**src/rtl/lr_pkg.sv**
```systemverilog
// shared types and constants for the line rasterizer
`timescale 1ns / 1ps

package lr_pkg;

    localparam int X_W     = 9;
    localparam int Y_W     = 8;
    localparam int COLOR_W = 16;
    localparam int ADDR_W  = 32;
    localparam int ERR_W   = 10;

    localparam int IN_DATA_W  = 56;
    localparam int OUT_DATA_W = 72;

    localparam logic [ADDR_W-1:0] BUFFER_BASE_RESET = 32'hC800_0000;

    typedef enum logic {
        CMD_START   = 1'b0,
        CMD_ADVANCE = 1'b1
    } cmd_t;

    // line geometry along the major and minor axes
    typedef struct packed {
        logic                    steep;
        logic [X_W-1:0]          major_pos;
        logic [X_W-1:0]          minor_pos;
        logic [X_W-1:0]          major_end;
        logic [X_W-1:0]          major_delta;
        logic [X_W-1:0]          minor_delta;
        logic                    minor_step_down;
        logic signed [ERR_W-1:0] error_term;
    } line_geom_t;

endpackage

```
**src/rtl/lr_setup.sv**
```systemverilog
// line setup: axis swap, endpoint ordering and initial error term
`timescale 1ns / 1ps

module lr_setup
    import lr_pkg::*;
(
    input  logic [X_W-1:0] start_x,
    input  logic [Y_W-1:0] start_y,
    input  logic [X_W-1:0] end_x,
    input  logic [Y_W-1:0] end_y,
    output line_geom_t     geom
);

    logic [X_W-1:0] adx;
    logic [Y_W-1:0] ady;
    logic           steep;
    logic [X_W-1:0] a0;
    logic [X_W-1:0] b0;
    logic [X_W-1:0] a1;
    logic [X_W-1:0] b1;
    logic [X_W-1:0] lo_a;
    logic [X_W-1:0] lo_b;
    logic [X_W-1:0] hi_a;
    logic [X_W-1:0] hi_b;
    logic [X_W-1:0] maj_d;

    always_comb
    begin
        adx   = (end_x >= start_x) ? end_x - start_x : start_x - end_x;
        ady   = (end_y >= start_y) ? end_y - start_y : start_y - end_y;
        steep = {1'b0, ady} > adx;

        if (steep)
        begin
            a0 = {1'b0, start_y};
            b0 = start_x;
            a1 = {1'b0, end_y};
            b1 = end_x;
        end
        else
        begin
            a0 = start_x;
            b0 = {1'b0, start_y};
            a1 = end_x;
            b1 = {1'b0, end_y};
        end

        // order so the major coordinate rises
        if (a0 > a1)
        begin
            lo_a = a1;
            lo_b = b1;
            hi_a = a0;
            hi_b = b0;
        end
        else
        begin
            lo_a = a0;
            lo_b = b0;
            hi_a = a1;
            hi_b = b1;
        end

        maj_d = hi_a - lo_a;

        geom.steep           = steep;
        geom.major_pos       = lo_a;
        geom.minor_pos       = lo_b;
        geom.major_end       = hi_a;
        geom.major_delta     = maj_d;
        geom.minor_delta     = (hi_b > lo_b) ? hi_b - lo_b : lo_b - hi_b;
        geom.minor_step_down = !(lo_b < hi_b);
        geom.error_term      = ERR_W'(0) - {2'b00, maj_d[X_W-1:1]};
    end

endmodule

```
**src/rtl/line_rasterizer.sv**
```systemverilog
// top level of the bresenham line rasterizer
`timescale 1ns / 1ps
// latency: a pixel item reaches m_tvalid after passing the input register and then the result register
// throughput: one item per cycle while m_tready holds, set by the single-pass step stage
// an input register and a result register let an item in while a pixel waits
// reset: asynchronous, active low; clears both stages, drops any line and
// loads buffer_base with 0xC8000000

module line_rasterizer
    import lr_pkg::*;
(
    input  logic                  clk,
    input  logic                  rst_n,

    // buffer_base register write
    input  logic                  cfg_wen,
    input  logic [ADDR_W-1:0]     cfg_wdata,

    input  logic                  s_tvalid,
    output logic                  s_tready,
    // start_x[8:0], start_y[16:9], end_x[25:17], end_y[33:26], color[49:34], zero fill
    input  logic [IN_DATA_W-1:0]  s_tdata,
    // cmd
    input  logic                  s_tuser,

    output logic                  m_tvalid,
    input  logic                  m_tready,
    // pixel_x[8:0], pixel_y[16:9], pixel_color[32:17], pixel_address[64:33], zero fill
    output logic [OUT_DATA_W-1:0] m_tdata,
    // last_pixel
    output logic                  m_tlast
);

    // configuration
    logic [ADDR_W-1:0]  base_reg;

    // input stage
    logic               in_valid_reg;
    cmd_t               cmd_reg;
    logic [X_W-1:0]     start_x_reg;
    logic [Y_W-1:0]     start_y_reg;
    logic [X_W-1:0]     end_x_reg;
    logic [Y_W-1:0]     end_y_reg;
    logic [COLOR_W-1:0] color_reg;

    // line state
    logic               line_active_reg;
    logic               line_active_next;
    line_geom_t         geom_reg;
    line_geom_t         geom_next;
    logic [COLOR_W-1:0] line_color_reg;

    // result stage
    logic               out_valid_reg;
    logic               out_valid_next;
    logic [X_W-1:0]     px_reg;
    logic [Y_W-1:0]     py_reg;
    logic [COLOR_W-1:0] pcolor_reg;
    logic [ADDR_W-1:0]  paddr_reg;
    logic               plast_reg;

    // step stage
    line_geom_t              setup_geom;
    line_geom_t              cur_geom;
    logic [COLOR_W-1:0]      cur_color;
    logic                    is_start;
    logic                    proc_fire;
    logic                    emit;
    logic                    last;
    logic [X_W-1:0]          px;
    logic [Y_W-1:0]          py;
    logic [ADDR_W-1:0]       paddr;
    logic signed [ERR_W:0]   err_sum;
    logic signed [ERR_W:0]   err_new;
    logic                    minor_step;

    lr_setup u_setup
    (
        .start_x (start_x_reg),
        .start_y (start_y_reg),
        .end_x   (end_x_reg),
        .end_y   (end_y_reg),
        .geom    (setup_geom)
    );

    // the step stage runs when the result register is free or draining
    assign proc_fire = in_valid_reg && (!out_valid_reg || m_tready);
    assign s_tready  = !in_valid_reg || proc_fire;

    always_comb
    begin
        is_start  = (cmd_reg == CMD_START);
        cur_geom  = is_start ? setup_geom : geom_reg;
        cur_color = is_start ? color_reg : line_color_reg;
        emit      = is_start || line_active_reg;
        last      = (cur_geom.major_pos == cur_geom.major_end);

        // map major and minor back to screen axes
        px    = cur_geom.steep ? cur_geom.minor_pos : cur_geom.major_pos;
        py    = cur_geom.steep ? cur_geom.major_pos[Y_W-1:0] : cur_geom.minor_pos[Y_W-1:0];
        paddr = base_reg + {14'b0, py, 10'b0} + {22'b0, px, 1'b0};

        // one bresenham step
        err_sum    = {cur_geom.error_term[ERR_W-1], cur_geom.error_term}
                     + {2'b00, cur_geom.minor_delta};
        minor_step = !err_sum[ERR_W] && (err_sum != '0);
        err_new    = minor_step ? err_sum - {2'b00, cur_geom.major_delta} : err_sum;

        geom_next = cur_geom;
        if (!last)
        begin
            geom_next.major_pos  = cur_geom.major_pos + X_W'(1);
            geom_next.error_term = err_new[ERR_W-1:0];
            if (minor_step)
            begin
                geom_next.minor_pos = cur_geom.minor_step_down
                                      ? cur_geom.minor_pos - X_W'(1)
                                      : cur_geom.minor_pos + X_W'(1);
            end
        end
        line_active_next = !last;

        // result register empties when taken, loads when a pixel comes out
        out_valid_next = out_valid_reg && !m_tready;
        if (proc_fire && emit)
        begin
            out_valid_next = 1'b1;
        end
    end

    // control and line state
    always_ff @(posedge clk or negedge rst_n)
    begin
        if (!rst_n)
        begin
            base_reg        <= BUFFER_BASE_RESET;
            in_valid_reg    <= 1'b0;
            out_valid_reg   <= 1'b0;
            line_active_reg <= 1'b0;
            geom_reg        <= '0;
            line_color_reg  <= '0;
        end
        else
        begin
            if (cfg_wen)
            begin
                base_reg <= cfg_wdata;
            end
            if (s_tready)
            begin
                in_valid_reg <= s_tvalid;
            end
            out_valid_reg <= out_valid_next;
            if (proc_fire && emit)
            begin
                line_active_reg <= line_active_next;
                geom_reg        <= geom_next;
                line_color_reg  <= cur_color;
            end
        end
    end

    // payload registers
    always_ff @(posedge clk)
    begin
        if (s_tvalid && s_tready)
        begin
            cmd_reg     <= cmd_t'(s_tuser);
            start_x_reg <= s_tdata[8:0];
            start_y_reg <= s_tdata[16:9];
            end_x_reg   <= s_tdata[25:17];
            end_y_reg   <= s_tdata[33:26];
            color_reg   <= s_tdata[49:34];
        end
        if (proc_fire && emit)
        begin
            px_reg     <= px;
            py_reg     <= py;
            pcolor_reg <= cur_color;
            paddr_reg  <= paddr;
            plast_reg  <= last;
        end
    end

    assign m_tvalid = out_valid_reg;
    assign m_tdata  = {7'b0, paddr_reg, pcolor_reg, py_reg, px_reg};
    assign m_tlast  = plast_reg;

`ifndef SYNTHESIS
    // the error term stays within (-major_delta, 0] while a line runs
    assert property (@(posedge clk) disable iff (!rst_n)
        line_active_reg |-> (geom_reg.error_term <= 0)
            && ($signed({1'b0, geom_reg.major_delta}) + geom_reg.error_term > 0))
        else $error("error term out of range");

    // an active line never walks past its end point
    assert property (@(posedge clk) disable iff (!rst_n)
        line_active_reg |-> (geom_reg.major_pos <= geom_reg.major_end))
        else $error("major position beyond end point");

    // the minor axis never moves further than the major one
    assert property (@(posedge clk) disable iff (!rst_n)
        line_active_reg |-> (geom_reg.minor_delta <= geom_reg.major_delta))
        else $error("minor delta exceeds major delta");

    // the last pixel of a line ends it
    assert property (@(posedge clk) disable iff (!rst_n)
        (proc_fire && emit && last) |=> !line_active_reg)
        else $error("line still active after last pixel");

    // an advance with no line leaves nothing in the result register
    assert property (@(posedge clk) disable iff (!rst_n)
        (proc_fire && !emit && (!out_valid_reg || m_tready)) |=> !m_tvalid)
        else $error("pixel from advance with no line");
`endif

endmodule

```
**config.mk**
```make
export PLATFORM = sky130hd
export DESIGN_NAME = line_rasterizer
export DESIGN_NICKNAME = d
export VERILOG_FILES = /design/src/rtl/lr_pkg.sv /design/src/rtl/lr_setup.sv /design/src/rtl/line_rasterizer.sv
export SDC_FILE = /design/constraint.sdc
export NUM_CORES = 1
export LEC_CHECK = 0
export BUFFER_PORTS_ARGS = -buffer_cell sky130_fd_sc_hd__buf_2
export CAP_MARGIN = 30
export CORE_MARGIN = 2
export CORE_UTILIZATION = 40
export CTS_CLUSTER_DIAMETER = 30
export DETAILED_ROUTE_END_ITERATION = 12
export REMOVE_ABC_BUFFERS = 1
export SLEW_MARGIN = 20
export SYNTH_ARGS = -nofsm -noshare
export SYNTH_HDL_FRONTEND = slang
export SYNTH_SLANG_ARGS = --single-unit
```
**constraint.sdc**
```tcl
create_clock -name clk -period 14.9 [get_ports clk]
set_input_delay 1.49 -clock clk [delete_from_list [all_inputs] [get_ports clk]]
set_output_delay 1.49 -clock clk [all_outputs]
set_load 0.005 [all_outputs]
```
# ---- Word level (Yosys, flattened, before mapping)
# Index checks and enable logic that the tools add are counted.
# W data, S select, Z words.
dict set report word_totals {
  out_inout_bits 75
  ff_bits 225
  wordCells 83
}
dict set report op_classes {
  mux 21
  eq_ne 1
  n_bitwise 1
  n_reduce_logical 15
  n_addsub 15
  order_cmp 6
}
# cell n
set ops {}
lappend ops {{$mux W9} 13}
lappend ops {{$mux W57} 1}
lappend ops {{$sub A9 B9 Y9} 5}
lappend ops {{$add A32 B10 Y32} 1}
lappend ops {{$add A32 B18 Y32} 1}
lappend ops {{$mux W10} 2}
lappend ops {{$add A9 B1 Y9 const B} 2}
lappend ops {{$gt A9 B9 Y1} 2}
lappend ops {{$mux W18} 1}
lappend ops {{$mux W16} 1}
lappend ops {{$mux W8} 2}
lappend ops {{$sub A8 B8 Y8} 2}
lappend ops {{$add A10 B10 Y11} 1}
lappend ops {{$reduce_bool A11 Y1} 1}
lappend ops {{$sub A10 B9 Y10} 1}
lappend ops {{$eq A9 B9 Y1} 1}
lappend ops {{$ge A9 B9 Y1} 1}
lappend ops {{$gt A8 B9 Y1} 1}
lappend ops {{$lt A9 B9 Y1} 1}
lappend ops {{$sub A1 B8 Y9 const A} 1}
lappend ops {{$sub A9 B1 Y9 const B} 1}
lappend ops {{$ge A8 B8 Y1} 1}
lappend ops {{$logic_not A1 Y1} 6}
lappend ops {{$logic_and A1 B1 Y1} 5}
lappend ops {{3 further kinds} 5}

# ---- Logic depth before layout (Yosys ltp)
dict set report logic_depth {
  depth_word 14
  depth_mapped 74
  ltp_nobuf 64
}

# ---- Cells and area by module
# A second synthesis with hierarchy kept.
dict set report hier_totals {
  hier_cells 1570
  area_unflattened_um2 15984.1
}
# module area_each_um2 instances seq_area_each_um2 cells_each
set modules_own_cells {}
lappend modules_own_cells {line_rasterizer 11493.5 1 6219.7 935}
lappend modules_own_cells {lr_setup 4490.6 1 0.0 635}

# ---- Worst setup path after synthesis
# OpenSTA, ideal clock, no wires.
dict set report synth_timing {
  kind {reg2reg}
  from {reg end_y_reg[0]}
  to {reg geom_reg[9] in the netlist's numbering}
  required_time_ns 14.818
  n_path_buf 9
  stages_incl_launch_ff 66
  setup_time_ns 0.082
  setup_slack_ns 1.632
  period_less_slack_ns 13.268
  arrival_time_ns 13.186
  cell_sequence {edfxtp_1 > inv_1 > ha_1 > inv_1 > fa_1 > a21o_1 > a21oi_1 > nand2_1 > a21oi_1 > nor2b_1 > o21ai_0 > nand2b_1 > a21oi_1 > buf_1 > mux2_2 > o21ai_0 > a21boi_0 > nand2b_1 > (+30 left out) > nand2_1 > buf_1 > mux2i_1 > o21ai_0 > fa_1 > nand2_1 > a2111o_1 > a311oi_2 > nor2_1 > xor2_1 > inv_1 > ha_1 > a41o_1 > a41oi_1 > o21ai_0 > o31a_1 > or4_1 > a31oi_1}
}
# element line
set synth_lines {}
lappend synth_lines {{start: declaration} line_rasterizer.sv:43} ;# logic [Y_W-1:0] end_y_reg;
lappend synth_lines {{start signal: assignment} line_rasterizer.sv:172} ;# end_y_reg <= s_tdata[33:26];
lappend synth_lines {{end signal: assignment} line_rasterizer.sv:157} ;# geom_reg <= geom_next;
lappend synth_lines {{end: declaration} line_rasterizer.sv:49} ;# line_geom_t geom_reg;

==> flow_summary.html <==
<table>
<tr><th>Metric</th><th>Value</th></tr>
<tr><th colspan="2">Routing</th></tr>
<tr><td>Number of vias per cell after detailed routing</td><td>5.383</td></tr>
<tr><td>Total DRC errors in the routed layout</td><td>0</td></tr>
<tr><td>Average wire length per cell after detail routing</td><td>17.66 µm</td></tr>
<tr><td>Number of DRC markers after the initial detailed-route iteration</td><td>1,004</td></tr>
<tr><td>Remaining number of nets flagged by the antenna check after routing</td><td>0</td></tr>
<tr><td>Drt first pass iters</td><td>5</td></tr>
<tr><td>Count of vias placed by the detailed router</td><td>12,590</td></tr>
<tr><td>WL final</td><td>41,310 µm</td></tr>
<tr><th colspan="2">Critical path</th></tr>
<tr><td>Endpoint class of the critical path</td><td>flop</td></tr>
<tr><td>Max FO, Critical Path</td><td>17</td></tr>
<tr><td>Kind of start point of the critical path</td><td>flop</td></tr>
<tr><td>Critical path's largest stage delay</td><td>610 ps</td></tr>
<tr><td>Arrival time reported for the critical path endpoint</td><td>14,500 ps</td></tr>
<tr><td>Cell occurring most often along the worst timing path</td><td>sky130_fd_sc_hd__o21ai_0</td></tr>
<tr><td>Logic depth of the worst register-to-register path</td><td>62</td></tr>
<tr><td>Data required, critical path</td><td>15,410 ps</td></tr>
<tr><td>Critical path class</td><td>reg2reg</td></tr>
<tr><td>Standard cell with the maximum stage delay on the critical path</td><td>sky130_fd_sc_hd__a2111o_2</td></tr>
<tr><th colspan="2">Floorplan</th></tr>
<tr><td>Core area</td><td>0.03865 mm²</td></tr>
<tr><td>Chip Width</td><td>201.8 µm</td></tr>
<tr><td>Initial Utilization</td><td>0.4050</td></tr>
<tr><td>FP Rows</td><td>72</td></tr>
<tr><td>Total die area</td><td>0.04073 mm²</td></tr>
<tr><td>Die extent in y</td><td>201.8 µm</td></tr>
<tr><td>Count of pins on the block boundary</td><td>169</td></tr>
<tr><th colspan="2">Layout</th></tr>
<tr><td>Final layout net count</td><td>1,988</td></tr>
<tr><td>Commonest non-fill, non-tap cells in the layout</td><td>sky130_fd_sc_hd__nand2_1, sky130_fd_sc_hd__buf_2, sky130_fd_sc_hd__o21ai_0, sky130_fd_sc_hd__edfxtp_1, sky130_fd_sc_hd__a21oi_1</td></tr>
<tr><td>Number of fill cells in the layout</td><td>3,559</td></tr>
<tr><td>Post-synthesis to final-layout area growth</td><td>20.74%</td></tr>
<tr><td>Share of layout cells above drive strength 1</td><td>0.2262</td></tr>
<tr><td>Ant. Diodes</td><td>0</td></tr>
<tr><td>Most common cell after layout, fill and taps aside</td><td>sky130_fd_sc_hd__nand2_1</td></tr>
<tr><td>Number of standard cells in the final layout excluding fillers</td><td>2,339</td></tr>
<tr><td>Number of flip-flops under the largest register name</td><td>57</td></tr>
<tr><th colspan="2">STA</th></tr>
<tr><td>Min setup slack post-route</td><td>909.0 ps</td></tr>
<tr><td>Actual transition at the worst max-transition pin</td><td>992.4 ps</td></tr>
<tr><td>Final setup violation count</td><td>0</td></tr>
<tr><td>Post-route clock period utilization</td><td>0.9390</td></tr>
<tr><td>Post-layout min period</td><td>13,990 ps</td></tr>
<tr><td>Final max-slew violation count</td><td>0</td></tr>
<tr><td>Relative max-transition margin</td><td>0.3384</td></tr>
<tr><td>Post-Route Skew</td><td>28.76 ps</td></tr>
<tr><td>Highest Clock Rate</td><td>0.07147 GHz</td></tr>
<tr><td>Number of hold violations in the final report</td><td>0</td></tr>
<tr><th colspan="2">Synthesis</th></tr>
<tr><td>Synth Area in Simple Gates</td><td>0.1163</td></tr>
<tr><td>Proportion of synthesized area in mux cells</td><td>0.1010</td></tr>
<tr><td>Register area share after synthesis</td><td>0.3974</td></tr>
<tr><td>Avg Cell Area, Syn</td><td>9.807 µm²</td></tr>
<tr><td>Main flop type after synthesis</td><td>sky130_fd_sc_hd__edfxtp_1</td></tr>
<tr><td>Dominant combinational cell family by area after synthesis</td><td>compound AO/OA/AOI/OAI gates</td></tr>
<tr><td>Share of synthesized flip-flops with an asynchronous set or reset</td><td>0.4800</td></tr>
<tr><td>Synth Register Bits</td><td>225</td></tr>
<tr><td>Number of distinct library cells after synthesis</td><td>94</td></tr>
<tr><td>Synth Area in Adders</td><td>0.09993</td></tr>
<tr><td>Synthesized area</td><td>0.01565 mm²</td></tr>
<tr><td>Number of synthesized flops with an enable pin</td><td>117</td></tr>
<tr><td>Area share of xor/xnor cells in the synthesized design</td><td>0.05748</td></tr>
<tr><td>Yosys warns</td><td>0</td></tr>
<tr><td>Synthesized netlist cell count</td><td>1,596</td></tr>
<tr><td>Complex-gate fraction of the synthesized area</td><td>0.1799</td></tr>
<tr><th colspan="2">Placed design</th></tr>
<tr><td>Number of instances in the placed design</td><td>2,231</td></tr>
<tr><td>Half-perimeter wire length of the detailed placement result</td><td>29,870 µm</td></tr>
<tr><td>Post-placement setup slack</td><td>567.8 ps</td></tr>
<tr><td>Count of input and output buffers</td><td>155</td></tr>
<tr><td>GPL Wtd Cong</td><td>0.8985</td></tr>
<tr><th colspan="2">GRT</th></tr>
<tr><td>Number of global-route vias before repair</td><td>12,220</td></tr>
<tr><td>Total grt overflow</td><td>0</td></tr>
<tr><td>Met1 Usage GRT</td><td>0.2734</td></tr>
<tr><td>First-pass GRT wire length</td><td>65,230 µm</td></tr>
<tr><td>Number of antenna violations at the first check in global routing</td><td>0</td></tr>
<tr><td>Met2 track demand over resource in global routing</td><td>0.3095</td></tr>
<tr><td>Largest net degree at the start of global routing</td><td>72</td></tr>
<tr><td>Met3 usage</td><td>0.03305</td></tr>
<tr><td>Aggregate global-route resource usage</td><td>0.1994</td></tr>
<tr><td>Most Used Layer, Global Route</td><td>met2</td></tr>
<tr><th colspan="2">Min path</th></tr>
<tr><td>Worst hold-check path type</td><td>reg2reg</td></tr>
<tr><td>Hold-critical path depth</td><td>0</td></tr>
<tr><th colspan="2">CTS</th></tr>
<tr><td>Reg clk slew, reported paths</td><td>50 ps</td></tr>
<tr><td>CTS sink count</td><td>225</td></tr>
<tr><td>TritonCTS clock tree</td><td>yes</td></tr>
<tr><td>Clock insertion delay at the later pin of the skew report</td><td>600 ps</td></tr>
<tr><td>CTS Buf Count</td><td>54</td></tr>
<tr><td>H-tree depth reported by CTS</td><td>2</td></tr>
<tr><td>Longest Clk Path Bufs</td><td>3</td></tr>
<tr><td>Hold-fix buffers at CTS</td><td>0</td></tr>
<tr><td>Root Buffer</td><td>sky130_fd_sc_hd__clkbuf_16</td></tr>
<tr><th colspan="2">Outcome</th></tr>
<tr><td>Status</td><td>completed</td></tr>
<tr><th colspan="2">Flow run</th></tr>
<tr><td>Max Cap Viol</td><td>0</td></tr>
</table>
final timing paths:
kind | startpoint | end | slack, ps
max | end_y_reg[0] | geom_reg[9] | 910
min | base_reg[0] | paddr_reg[0] | 450
max reg2reg | end_y_reg[0] | geom_reg[9] | 910
min reg2reg | base_reg[0] | paddr_reg[0] | 450
max in group asynchronous | rst_n | geom_reg[36] | 12930
min in group asynchronous | rst_n | line_color_reg[14] | 900
logic make-up after synthesis:
family / after synthesis
adder cells (fa/ha/maj): 119
buffers and inverters: 183
flip-flops: 225
AND/OR/NAND/NOR: 389
other: 1
XOR/XNOR: 99
AO/OA/AOI/OAI: 435
multiplexers: 145
layer usage:
metal,part of all wire,up-vias
li1,-,6157
met1,0.46,5936
met2,0.45,414
met3,0.059,84
met4,0.034,0
met5,0,-
synthesized netlist by cell type, drive strengths merged (6+ instances only):
| cell | instances | share of area |
|---|---|---|
| nand2 | 163 | 0.040 |
| o21ai | 129 | 0.042 |
| a21oi | 120 | 0.039 |
| edfxtp | 117 | 0.22 |
| ha | 109 | 0.087 |
| inv | 107 | 0.026 |
| dfrtp | 105 | 0.17 |
| mux2 | 90 | 0.065 |
| nor2 | 86 | 0.021 |
| xnor2 | 72 | 0.041 |
| mux2i | 55 | 0.036 |
| clkbuf | 44 | 0.011 |
| buf | 30 | 0.011 |
| nand3 | 30 | 0.0099 |
| o21bai | 27 | 0.014 |
| xor2 | 26 | 0.015 |
| a21o | 24 | 0.012 |
| o211ai | 20 | 0.0096 |
| nor3 | 18 | 0.0058 |
| nand2b | 17 | 0.0068 |
| a31oi | 15 | 0.0068 |
| nand4 | 15 | 0.0060 |
| a211oi | 13 | 0.0062 |
| a21boi | 11 | 0.0053 |
| and3 | 11 | 0.0044 |
| nor2b | 11 | 0.0044 |
| fa | 10 | 0.013 |
| o21a | 10 | 0.0048 |
| nor4 | 9 | 0.0040 |
| o31ai | 8 | 0.0038 |
| or3 | 6 | 0.0024 |
what timing repair did:
action | 4_1_cts | 5_1_grt
gates resized for setup | 0 | 16
buffers inserted | 0 | 2
setup endpoints to repair | 0 | 19
stage by stage:
stage / area (µm²) / utilization / hold slack (ps) / TNS, ps
final: 18900 / 0.4890 / 449.5 / 0
after global routing: 18900 / 0.4890 / 477.2 / -6.549
after CTS: 18760 / 0.4854 / 432.7 / 0
after detailed placement: 17010 / 0.4400 / 445.7 / 0
after global placement: 17010 / 0.4400 / 424.2 / 0
after floorplan: 15330 / - / 421.0 / 0
worst max-delay path, delay by kind of cell (launching register included):
family	cells	cell delay (ps)
mux	2	500
simple gates	14	3260
compound gates	29	5840
flops	1	440
xor+xnor	2	280
fa+ha+maj	6	2140
buf+inv	9	1440
layout make-up:
| class | instances | area (µm²) | area share |
|---|---|---|---|
| Clock buffer | 61 | 1409 | 0.07455 |
| Timing Repair Buffer | 188 | 1059 | 0.05602 |
| Sequential cell | 225 | 6220 | 0.3291 |
| Clock inverter | 41 | 346.6 | 0.01834 |
| Inverter | 109 | 411.6 | 0.02178 |
| Multi-Input combinational cell | 1197 | 8803 | 0.4659 |
| Tap cell | 518 | 648.1 | 0.03430 |
Power is left out: the tool's default activity adds up to more than one toggle a clock period on the data nets, which glitch-free logic cannot reach.
